<file path="src/sqrq_pkg.sv">
// Package for the int8 square requantize core.
// Holds the configuration record, register index codes and pipeline depth.
// Depends on nothing; every module of the core imports it.
`timescale 1ns / 1ps
`default_nettype none

package sqrq_pkg;

  localparam int unsigned NumStages  = 6;
  localparam int unsigned CfgIdxW    = 3;
  localparam int unsigned CfgDataW   = 31;

  typedef enum logic [CfgIdxW-1:0] {
    REG_IN_OFFSET  = 3'd0,
    REG_OUT_OFFSET = 3'd1,
    REG_PRE_SHIFT  = 3'd2,
    REG_MULTIPLIER = 3'd3,
    REG_POST_SHIFT = 3'd4,
    REG_ACT_MIN    = 3'd5,
    REG_ACT_MAX    = 3'd6
  } reg_idx_e;

  typedef struct packed {
    logic signed [8:0] in_offset;
    logic signed [7:0] out_offset;
    logic [3:0]        pre_shift;
    logic [30:0]       multiplier;
    logic [4:0]        post_shift;
    logic signed [7:0] act_min;
    logic signed [7:0] act_max;
  } cfg_t;

  localparam logic [30:0] MultReset = 31'h4000_0000;
  localparam logic [30:0] SatMax    = 31'h7FFF_FFFF;

endpackage

`default_nettype wire

</file>
<file path="src/sqrq_cfg_regs.sv">
// Configuration register file of the int8 square requantize core.
// Decodes plain index writes into the cfg_t record; uses sqrq_pkg.
`timescale 1ns / 1ps
`default_nettype none

module sqrq_cfg_regs (
  input  wire logic                         clk_i,
  input  wire logic                         rst_ni,
  input  wire logic                         cfg_we_i,
  input  wire logic [sqrq_pkg::CfgIdxW-1:0]  cfg_idx_i,
  input  wire logic [sqrq_pkg::CfgDataW-1:0] cfg_wdata_i,
  output sqrq_pkg::cfg_t                    cfg_o
);
  import sqrq_pkg::*;

  cfg_t cfg_q, cfg_d;

  always_comb begin
    cfg_d = cfg_q;
    if (cfg_we_i) begin
      unique case (reg_idx_e'(cfg_idx_i))
        REG_IN_OFFSET:  cfg_d.in_offset  = cfg_wdata_i[8:0];
        REG_OUT_OFFSET: cfg_d.out_offset = cfg_wdata_i[7:0];
        REG_PRE_SHIFT:  cfg_d.pre_shift  = cfg_wdata_i[3:0];
        REG_MULTIPLIER: cfg_d.multiplier = cfg_wdata_i[30:0];
        REG_POST_SHIFT: cfg_d.post_shift = cfg_wdata_i[4:0];
        REG_ACT_MIN:    cfg_d.act_min    = cfg_wdata_i[7:0];
        REG_ACT_MAX:    cfg_d.act_max    = cfg_wdata_i[7:0];
        default:        cfg_d            = cfg_q;
      endcase
    end
  end

  always_ff @(posedge clk_i or negedge rst_ni) begin
    if (!rst_ni) begin
      cfg_q.in_offset  <= '0;
      cfg_q.out_offset <= '0;
      cfg_q.pre_shift  <= '0;
      cfg_q.multiplier <= MultReset;
      cfg_q.post_shift <= '0;
      cfg_q.act_min    <= 8'sh80;
      cfg_q.act_max    <= 8'sh7F;
    end else begin
      cfg_q <= cfg_d;
    end
  end

  assign cfg_o = cfg_q;

endmodule

`default_nettype wire

</file>
<file path="src/sqrq_square.sv">
// Front stages of the int8 square requantize core: offset add and square,
// then left shift with saturation to 31 bits. Uses sqrq_pkg.
`timescale 1ns / 1ps
`default_nettype none

module sqrq_square (
  input  wire logic              clk_i,
  input  wire logic [1:0]        en_i,
  input  wire sqrq_pkg::cfg_t    cfg_i,
  input  wire logic signed [7:0] sample_i,
  output logic [30:0]            shifted_o
);
  import sqrq_pkg::*;

  logic signed [9:0]  offs_sum;
  logic signed [19:0] prod_sq;
  logic [17:0]        sq_q, sq_d;
  logic [32:0]        wide_shift;
  logic [30:0]        sat_q, sat_d;

  always_comb begin
    offs_sum  = 10'(sample_i) + 10'(cfg_i.in_offset);
    prod_sq   = offs_sum * offs_sum;
    sq_d      = prod_sq[17:0];
    wide_shift = {15'd0, sq_q} << cfg_i.pre_shift;
    sat_d     = (wide_shift[32:31] != 2'b00) ? SatMax : wide_shift[30:0];
  end

  always_ff @(posedge clk_i) begin
    if (en_i[0]) begin
      sq_q <= sq_d;
    end
    if (en_i[1]) begin
      sat_q <= sat_d;
    end
  end

  assign shifted_o = sat_q;

endmodule

`default_nettype wire

</file>
<file path="src/sqrq_rescale.sv">
// Rescale stages of the int8 square requantize core: Q31 multiply, rounding
// high half, then rounding right shift. Uses sqrq_pkg.
`timescale 1ns / 1ps
`default_nettype none

module sqrq_rescale (
  input  wire logic           clk_i,
  input  wire logic [2:0]     en_i,
  input  wire sqrq_pkg::cfg_t cfg_i,
  input  wire logic [30:0]    shifted_i,
  output logic [31:0]         scaled_o
);
  import sqrq_pkg::*;

  logic [61:0] prod_q, prod_d;
  logic [61:0] nudged;
  logic [30:0] hi_q, hi_d;
  logic [31:0] hi_ext;
  logic        round_bit;
  logic [31:0] rnd_q, rnd_d;

  always_comb begin
    prod_d    = {31'd0, shifted_i} * {31'd0, cfg_i.multiplier};
    nudged    = prod_q + 62'h4000_0000;
    hi_d      = nudged[61:31];
    hi_ext    = {hi_q, 1'b0};
    round_bit = hi_ext[cfg_i.post_shift];
    rnd_d     = ({1'b0, hi_q} >> cfg_i.post_shift) + {31'd0, round_bit};
  end

  always_ff @(posedge clk_i) begin
    if (en_i[0]) begin
      prod_q <= prod_d;
    end
    if (en_i[1]) begin
      hi_q <= hi_d;
    end
    if (en_i[2]) begin
      rnd_q <= rnd_d;
    end
  end

  assign scaled_o = rnd_q;

endmodule

`default_nettype wire

</file>
<file path="src/sqrq_clamp.sv">
// Output stage of the int8 square requantize core: zero point add and clamp
// to the activation range into the output register. Uses sqrq_pkg.
`timescale 1ns / 1ps
`default_nettype none

module sqrq_clamp (
  input  wire logic           clk_i,
  input  wire logic           en_i,
  input  wire sqrq_pkg::cfg_t cfg_i,
  input  wire logic [31:0]    scaled_i,
  output logic signed [7:0]   squared_o
);
  import sqrq_pkg::*;

  logic signed [33:0] sum;
  logic signed [33:0] lo_ext, hi_ext;
  logic signed [7:0]  res_q, res_d;

  always_comb begin
    sum    = $signed({2'b00, scaled_i}) + 34'(cfg_i.out_offset);
    lo_ext = 34'(cfg_i.act_min);
    hi_ext = 34'(cfg_i.act_max);
    if (sum > hi_ext) begin
      res_d = cfg_i.act_max;
    end else if (sum < lo_ext) begin
      res_d = cfg_i.act_min;
    end else begin
      res_d = sum[7:0];
    end
  end

  always_ff @(posedge clk_i) begin
    if (en_i) begin
      res_q <= res_d;
    end
  end

  assign squared_o = res_q;

endmodule

`default_nettype wire

</file>
<file path="src/int8_square_requantize_core.sv">
// Top level of the int8 square requantize core: valid chain and stage enables.
// Instantiates sqrq_cfg_regs, sqrq_square, sqrq_rescale, sqrq_clamp; uses sqrq_pkg.
//
//   channel  direction  handshake                 payload
//   in       sink       in_valid_i / in_stall_o   sample_i
//   out      source     out_valid_o / out_stall_i squared_o
//   cfg      sink       cfg_we_i                  cfg_idx_i, cfg_wdata_i
//
// One sample enters per cycle while in_stall_o is low.
// The six stages are: add+square, shift+saturate, 31x31 multiply, nudge,
// rounding shift, offset+clamp into the output register.
// A stall holds each occupied stage with no empty stage after it; empty stages still fill, closing bubbles.
// Reset clears the valid bits and loads the register defaults.
`timescale 1ns / 1ps
`default_nettype none

module int8_square_requantize_core (
  input  wire logic                         clk_i,
  input  wire logic                         rst_ni,
  input  wire logic                         in_valid_i,
  output logic                              in_stall_o,
  input  wire logic signed [7:0]            sample_i,
  output logic                              out_valid_o,
  input  wire logic                         out_stall_i,
  output logic signed [7:0]                 squared_o,
  input  wire logic                         cfg_we_i,
  input  wire logic [sqrq_pkg::CfgIdxW-1:0]  cfg_idx_i,
  input  wire logic [sqrq_pkg::CfgDataW-1:0] cfg_wdata_i
);
  import sqrq_pkg::*;

  cfg_t                 cfg;
  logic [NumStages-1:0] vld_q, vld_d;
  logic [NumStages-1:0] en;
  logic [30:0]          shifted;
  logic [31:0]          scaled;

  always_comb begin
    en[NumStages-1] = !vld_q[NumStages-1] || !out_stall_i;
    for (int k = NumStages - 2; k >= 0; k--) begin
      en[k] = !vld_q[k] || en[k+1];
    end
    vld_d = vld_q;
    if (en[0]) begin
      vld_d[0] = in_valid_i;
    end
    for (int k = 1; k < NumStages; k++) begin
      if (en[k]) begin
        vld_d[k] = vld_q[k-1];
      end
    end
  end

  always_ff @(posedge clk_i or negedge rst_ni) begin
    if (!rst_ni) begin
      vld_q <= '0;
    end else begin
      vld_q <= vld_d;
    end
  end

  assign in_stall_o  = !en[0];
  assign out_valid_o = vld_q[NumStages-1];

  sqrq_cfg_regs u_cfg_regs (
    .clk_i       (clk_i),
    .rst_ni      (rst_ni),
    .cfg_we_i    (cfg_we_i),
    .cfg_idx_i   (cfg_idx_i),
    .cfg_wdata_i (cfg_wdata_i),
    .cfg_o       (cfg)
  );

  sqrq_square u_square (
    .clk_i     (clk_i),
    .en_i      (en[1:0]),
    .cfg_i     (cfg),
    .sample_i  (sample_i),
    .shifted_o (shifted)
  );

  sqrq_rescale u_rescale (
    .clk_i     (clk_i),
    .en_i      (en[4:2]),
    .cfg_i     (cfg),
    .shifted_i (shifted),
    .scaled_o  (scaled)
  );

  sqrq_clamp u_clamp (
    .clk_i     (clk_i),
    .en_i      (en[5]),
    .cfg_i     (cfg),
    .scaled_i  (scaled),
    .squared_o (squared_o)
  );

  a_stall_only_when_full: assert property (@(posedge clk_i) disable iff (!rst_ni)
    in_stall_o |-> (&vld_q))
    else $error("input stalled while a stage is empty");

  a_no_stall_when_drained: assert property (@(posedge clk_i) disable iff (!rst_ni)
    !out_stall_i |-> !in_stall_o)
    else $error("input stalled although the output drains");

  a_request_enters: assert property (@(posedge clk_i) disable iff (!rst_ni)
    (in_valid_i && !in_stall_o) |=> vld_q[0])
    else $error("accepted request missing from first stage");

  a_stalled_out_holds_stage: assert property (@(posedge clk_i) disable iff (!rst_ni)
    (vld_q[NumStages-2] && out_valid_o && out_stall_i) |=> vld_q[NumStages-2])
    else $error("stage dropped while output stalled");

endmodule

`default_nettype wire

</file>
<file path="config.mk">
export PLATFORM = sky130hd
export DESIGN_NAME = int8_square_requantize_core
export DESIGN_NICKNAME = d
export VERILOG_FILES = /design/src/sqrq_pkg.sv /design/src/sqrq_cfg_regs.sv /design/src/sqrq_square.sv /design/src/sqrq_rescale.sv /design/src/sqrq_clamp.sv /design/src/int8_square_requantize_core.sv
export SDC_FILE = /design/constraint.sdc
export NUM_CORES = 2
export LEC_CHECK = 0
export BUFFER_PORTS_ARGS = -buffer_cell sky130_fd_sc_hd__buf_2
export CORE_AREA = 2 2 271 273
export CTS_CLUSTER_SIZE = 40
export DETAILED_ROUTE_END_ITERATION = 8
export DIE_AREA = 0 0 273 275
export PLACE_DENSITY = 0.84
export SYNTH_ARGS = -nofsm -noshare
export SYNTH_HDL_FRONTEND = slang
export SYNTH_SLANG_ARGS = --single-unit
</file>
<file path="constraint.sdc">
create_clock -name clk_i -period 10.8 [get_ports clk_i]
set_input_delay 1.62 -clock clk_i [delete_from_list [all_inputs] [get_ports clk_i]]
set_output_delay 1.62 -clock clk_i [all_outputs]
set_load 0.02 [all_outputs]
</file>
==> Word level (Yosys, flattened, before mapping) <==
Index checks and enable logic that the tools add are counted.
{ "totals": {"regBits": 261, "input_bits": 47, "output_inout_bits": 10, "elab_cells": 63} }
{ "classes": {"add_sub_neg": 4, "n_mul": 2, "magnitude_cmp": 3, "n_eq_ne": 6, "shifts": 2, "mux": 4, "reduce_logical": 23} }
{ "ops": {"columns": ["operator", "n"], "rows": [
  ["adder 62 x 31 -> 62 bit (second input constant)", 1],
  ["multiplier 31 x 31 -> 62 bit", 1],
  ["adder 33 x 8 -> 34 bit", 1],
  ["greater-than comparator 34 x 8 -> 1 bit", 1],
  ["< comparator 34 x 8 -> 1 bit", 1],
  ["left shift 18 x 4 -> 33 bit", 1],
  ["adder 32 x 1 -> 32 bit", 1],
  [">> shifter 31 x 5 -> 32 bit", 1],
  ["multiplier 10 x 10 -> 18 bit", 1],
  ["two-way mux 8 bit", 2],
  ["AND reduction 2 bit", 7],
  ["adder 8 x 9 -> 10 bit", 1],
  ["== test 3 bit (second input constant)", 3],
  ["zero test 1 bit", 8],
  ["== test 3 x 2 -> 1 bit (second input constant)", 2],
  ["logical OR 1 bit", 6],
  ["< comparator 5 x 6 -> 1 bit (second input constant)", 1],
  ["binary-select mux 1 bit (select 5 bit)", 1],
  ["== test 3 x 1 -> 1 bit (second input constant)", 1],
  ["zero test 3 bit", 1],
  ["nonzero test 2 bit", 1],
  ["two-way mux 1 bit", 1]
]} }

==> Logic depth before layout (Yosys ltp) <==
{ "depth": {"word_depth": 8, "mapped_depth": 30, "ltp_nobuf": 30} }

==> Cells and area by module <==
From an unflattened synthesis, not the netlist that was laid out.
{ "unflattened": {"hier_cells": 5042, "area_unflattened_um2": 48963.2} }
{ "by_module_without_submodules": {"columns": ["module", "n_inst", "cells_per_inst", "area_each_um2", "seq_area_each_um2"], "rows": [
  ["sqrq_rescale", 1, 3850, 36478.7, 2852.7],
  ["sqrq_square", 1, 593, 5952.0, 1441.4],
  ["sqrq_clamp", 1, 418, 3510.9, 240.2],
  ["sqrq_cfg_regs", 1, 160, 2778.9, 1838.0],
  ["int8_square_requantize_core", 1, 21, 242.7, 150.1]
]} }

==> Worst setup path before layout <==
No wires, ideal clock.
{ "synth_path": {"path_kind": "input to register", "start": "input sample_i[0]", "end": "register u_square.sq_q[16] (data pin)", "setup_time_ns": 0.258, "t_arrival_ns": 7.631, "required_time_ns": 10.542, "slack_ns": 2.912, "cell_stages": 30, "cell_sequence": "ha_1 > inv_1 > fa_1 > nor2b_1 > o21ai_0 > nand2b_1 > a21o_1 > a21o_1 > a21o_1 > a21o_1 > xor2_1 > inv_1 > nor2_1 > fa_1 > inv_1 > fa_1 > fa_1 > inv_1 > fa_1 > inv_1 > fa_1 > inv_1 > ha_1 > nand3_1 > nand2_1 > a41o_1 > o41ai_1 > o21bai_1 > a21oi_1 > xnor2_1"} }
{ "synth_between": {"elab_chain_len": 2} }
{ "synth_rtl": {"columns": ["element", "line_no", "text"], "rows": [
  ["start: declaration", "int8_square_requantize_core.sv:22", "input wire logic signed [7:0] sample_i,"],
  ["adder 8 x 9 -> 10 bit", "sqrq_square.sv:22", "offs_sum = 10'(sample_i) + 10'(cfg_i.in_offset);"],
  ["multiplier 10 x 10 -> 18 bit", "sqrq_square.sv:23", "prod_sq = offs_sum * offs_sum;"],
  ["net u_square.prod_sq[16]", "sqrq_square.sv:16", "logic signed [19:0] prod_sq;"],
  ["end signal: assignment", "sqrq_square.sv:31", "sq_q <= sq_d;"],
  ["end: declaration", "sqrq_square.sv:17", "logic [17:0] sq_q, sq_d;"]
]} }
The timed path passes the listed nets, and every way through them passes these cells.
A chain may end at the register's enable or synchronous reset.

==> Final worst setup path <==
{ "layout_path": {"start": "register u_square.sat_q[7] (netlist: u_square.shifted_o[7])", "end": "register u_rescale.prod_q[48] (data pin)"} }
{ "layout_between": {"elab_chain_len": 1} }
{ "layout_rtl": {"columns": ["element", "line_no", "text"], "rows": [
  ["start: declaration", "sqrq_square.sv:19", "logic [30:0] sat_q, sat_d;"],
  ["start signal: assignment", "sqrq_square.sv:34", "sat_q <= sat_d;"],
  ["multiplier 31 x 31 -> 62 bit", "sqrq_rescale.sv:23", "prod_d = {31'd0, shifted_i} * {31'd0, cfg_i.multiplier};"],
  ["net u_rescale.prod_d[48]", "sqrq_rescale.sv:15", "logic [61:0] prod_q, prod_d;"],
  ["end signal: assignment", "sqrq_rescale.sv:33", "prod_q <= prod_d;"],
  ["end: declaration", "sqrq_rescale.sv:15", null]
]} }
The timed path passes the listed nets, and every way through them passes these cells.

==> impl_metrics.py <==
metrics = {
    "run_status": {
        "status": "complete, no violations",
    },
    "placement": {
        "post-place-ws_ps": 1590,
        "finalWeightedCongestion": 0.976,
        "portBuffers": 56,
        "dp_hpwl_um": 96300,
        "dpl.cell_count": 5804,
    },
    "die": {
        "die_x_um": 273,
        "initial_core_util": 0.665,
        "boundaryPins": 57,
        "core_um2": 72300,
        "die_area_um2": 75100,
        "rows": 99,
        "chipHeight_um": 275,
    },
    "synthesis": {
        "yosys.cell_count.top_type": "inv_1",
        "synth_top_cell_by_area": "fa_1",
        "synth_edf_count": 151,
        "async_reset_ff_frac": 0.343,
        "synth_area_leaders": "fa_1 38%, ha_1 11%, edfxtp_1 9.4%, inv_1 7.3%, and2_1 6.9%",
        "syn-cell-area_um2": 48100,
        "ys_types": 83,
        "yosys-top-cells-count": "935 x inv_1, 909 x fa_1, 570 x nand2_1, 531 x and2_1, 407 x ha_1",
        "syn_area_per_cell_um2": 9.73,
        "yosys.area.top_type_share": 0.379,
        "ys_ff_latch": 230,
        "synth_ff_type": "edfxtp_1",
        "synthCells": 4942,
        "synth-warning-count": 0,
        "ys_seq_area_frac": 0.136,
        "syn_nets": 6305,
    },
    "detailed_routing": {
        "routed_wire_length_per_instance_um": 21.3,
        "ant_nets": 0,
        "dr_wl_met2_um": 59100,
        "wl_um": 125000,
        "first_pass_iters": 5,
        "drc_errors": 0,
        "drtIter0Drc": 2832,
        "wl_met1_um": 45000,
        "via_per_inst": 6.03,
        "num_vias": 35300,
        "maxUsedRoutingLayer": "met5",
        "wl_met3_um": 12900,
    },
    "sta": {
        "relSlewSlack": 0.102,
        "worst_slew_pin_slew_ps": 1350,
        "setup-tns-final_ps": 0,
        "drv_slew": 0,
        "skew_ps": 26.8,
        "layout_setup_ws_ps": 1250,
        "hold_viol": 0,
        "fmax_ghz": 0.105,
        "rsz0062_at_grt": "false",
        "layout_min_cycle_time_ps": 9550,
        "fin_crit_sh": 0.884,
        "setup_viol": 0,
    },
    "global_routing": {
        "grt_pass1_wl_um": 200000,
        "grt_max_degree": 59,
        "antenna_found_initial": 3,
        "grt_use_total": 0.345,
        "grt_pass1_vias": 38000,
        "overflow": 0,
    },
    "worst_hold_path": {
        "hp-class": "reg2reg",
    },
    "finish": {
        "finalNonFillerCells": 5851,
        "final_nets": 6235,
        "final_layout_size_suffix_gt1_frac": 0.0695,
        "area_growth_pct": 4.40,
    },
    "clock_network": {
        "cts_setup_buffers": 0,
        "cts_buffer_depth": 3,
        "clock-sinks": 230,
        "cts_resized": 0,
        "cts_tree": "yes",
        "cts_hold_buf": 0,
        "clk_latency_ps": 600,
        "clk_pin_slew_ps": 70,
        "htree_levels": 1,
        "cts_buffers": 25,
        "root_buffer": "clkbuf_16",
    },
    "critical_path": {
        "start_kind": "flop",
        "cp_data_arrival_time_ps": 9880,
        "cp.required_ps": 11130,
        "crit_path_end_kind": "flop",
        "path_class": "reg2reg",
        "path_max_fanout": 19,
    },
    "job": {
        "drv_cap": 0,
    },
}
-- metal layers --
metal,global-route usage,vias to the layer above
li1,-,15200
met1,0.438,17600
met2,0.565,1916
met3,0.0703,533
met4,0.179,6
met5,0,-
-- stage by stage --
step	instance area, um^2	hold slack [ps]	utilization
floorplan	48100	426	-
global placement	49200	431	0.681
detailed placement	49200	446	0.681
CTS	50200	460	0.694
global route	50200	485	0.694
finish	50200	453	0.694
-- sequential cells by signal (all words and copies together) (netlist names) --
register / cells
u_cfg_regs.cfg_o: 73
u_clamp.squared_o: 8
u_rescale.hi_q: 31
u_rescale.prod_q: 32
u_rescale.scaled_o: 32
u_square.shifted_o: 31
u_square.sq_q: 17
vld_q: 6
-- cell usage in the layout (no fill, tap or decap), types with 7 or more instances in the layout --
cell	Yosys	layout
a211oi_1	15	15
a21o_1	61	61
a21oi_1	147	147
a31oi_1	18	18
and2_1	531	531
and3_1	20	20
buf_2	5	55
buf_4	2	84
clkbuf_16	0	26
dfrtp_1	70	69
dfstp_2	9	9
edfxtp_1	151	151
fa_1	909	909
ha_1	407	407
inv_1	935	935
mux2_2	91	91
mux2i_1	49	49
mux4_2	36	36
nand2_1	570	570
nand2b_1	28	28
nand3_1	50	50
nand4_1	36	36
nor2_1	141	141
nor2b_1	23	23
nor3_1	34	34
nor3b_1	8	8
o211ai_1	9	9
o21a_1	18	18
o21ai_0	71	71
o21bai_1	12	12
o22a_1	7	7
o31ai_1	8	8
or2_2	8	8
xnor2_1	103	103
xor2_1	47	47
-- critical path, stage by stage (launching register included) --
cell	delay, ps
edfxtp_1	1060
buf_4	350
nand2_1	100
fa_1	440
inv_1	80
fa_1	430
fa_1	530
inv_1	50
fa_1	470
inv_1	50
fa_1	500
inv_1	60
fa_1	530
inv_1	50
fa_1	450
fa_1	370
ha_1	390
a21o_1	210
a221o_1	320
nor3_1	320
o211ai_1	200
a2111oi_1	1050
nor3_1	340
a21oi_1	350
o21ai_0	230
a31oi_1	240
xnor2_1	90
-- path summary, 6_finish.rpt --
check / start / to / slack (ps) / depth (start not counted)
max: u_square.shifted_o[7] / u_rescale.prod_q[48] / 1250 / 26
min: vld_q[2] / vld_q[3] / 450 / 1
max reg2reg: u_square.shifted_o[7] / u_rescale.prod_q[48] / 1250 / 26
min reg2reg: vld_q[2] / vld_q[3] / 450 / 1
max in group asynchronous: rst_ni / u_cfg_regs.cfg_o[16] / 8560 / 2
min in group asynchronous: rst_ni / u_cfg_regs.cfg_o[32] / 960 / 1
-- layout make-up --
cell class / count / area (um^2)
multi-input cells: 3538 / 37100
inverters: 938 / 3520
diodes: 1 / 2.50
well taps: 959 / 1200
clock buffers: 29 / 682
repair buffers: 139 / 906
fillers: 5323 / 22200
clock inverters: 17 / 269
flip-flops and latches: 230 / 6520
-- cell families (layout without fill, tap and decap cells) --
group	count (synthesis)	in the layout	synth area share
simple gates	1483	1483	0.156
buf+inv	1174	1123	0.0930
other cells	0	1	0
fa+ha+maj	1316	1316	0.484
mux	180	180	0.0503
compound gates	409	409	0.0535
flops	230	230	0.136
xor+xnor	150	150	0.0273
Power is not shown: default switching activity piles up to over one toggle a cycle in this logic, so the estimate is an artifact.
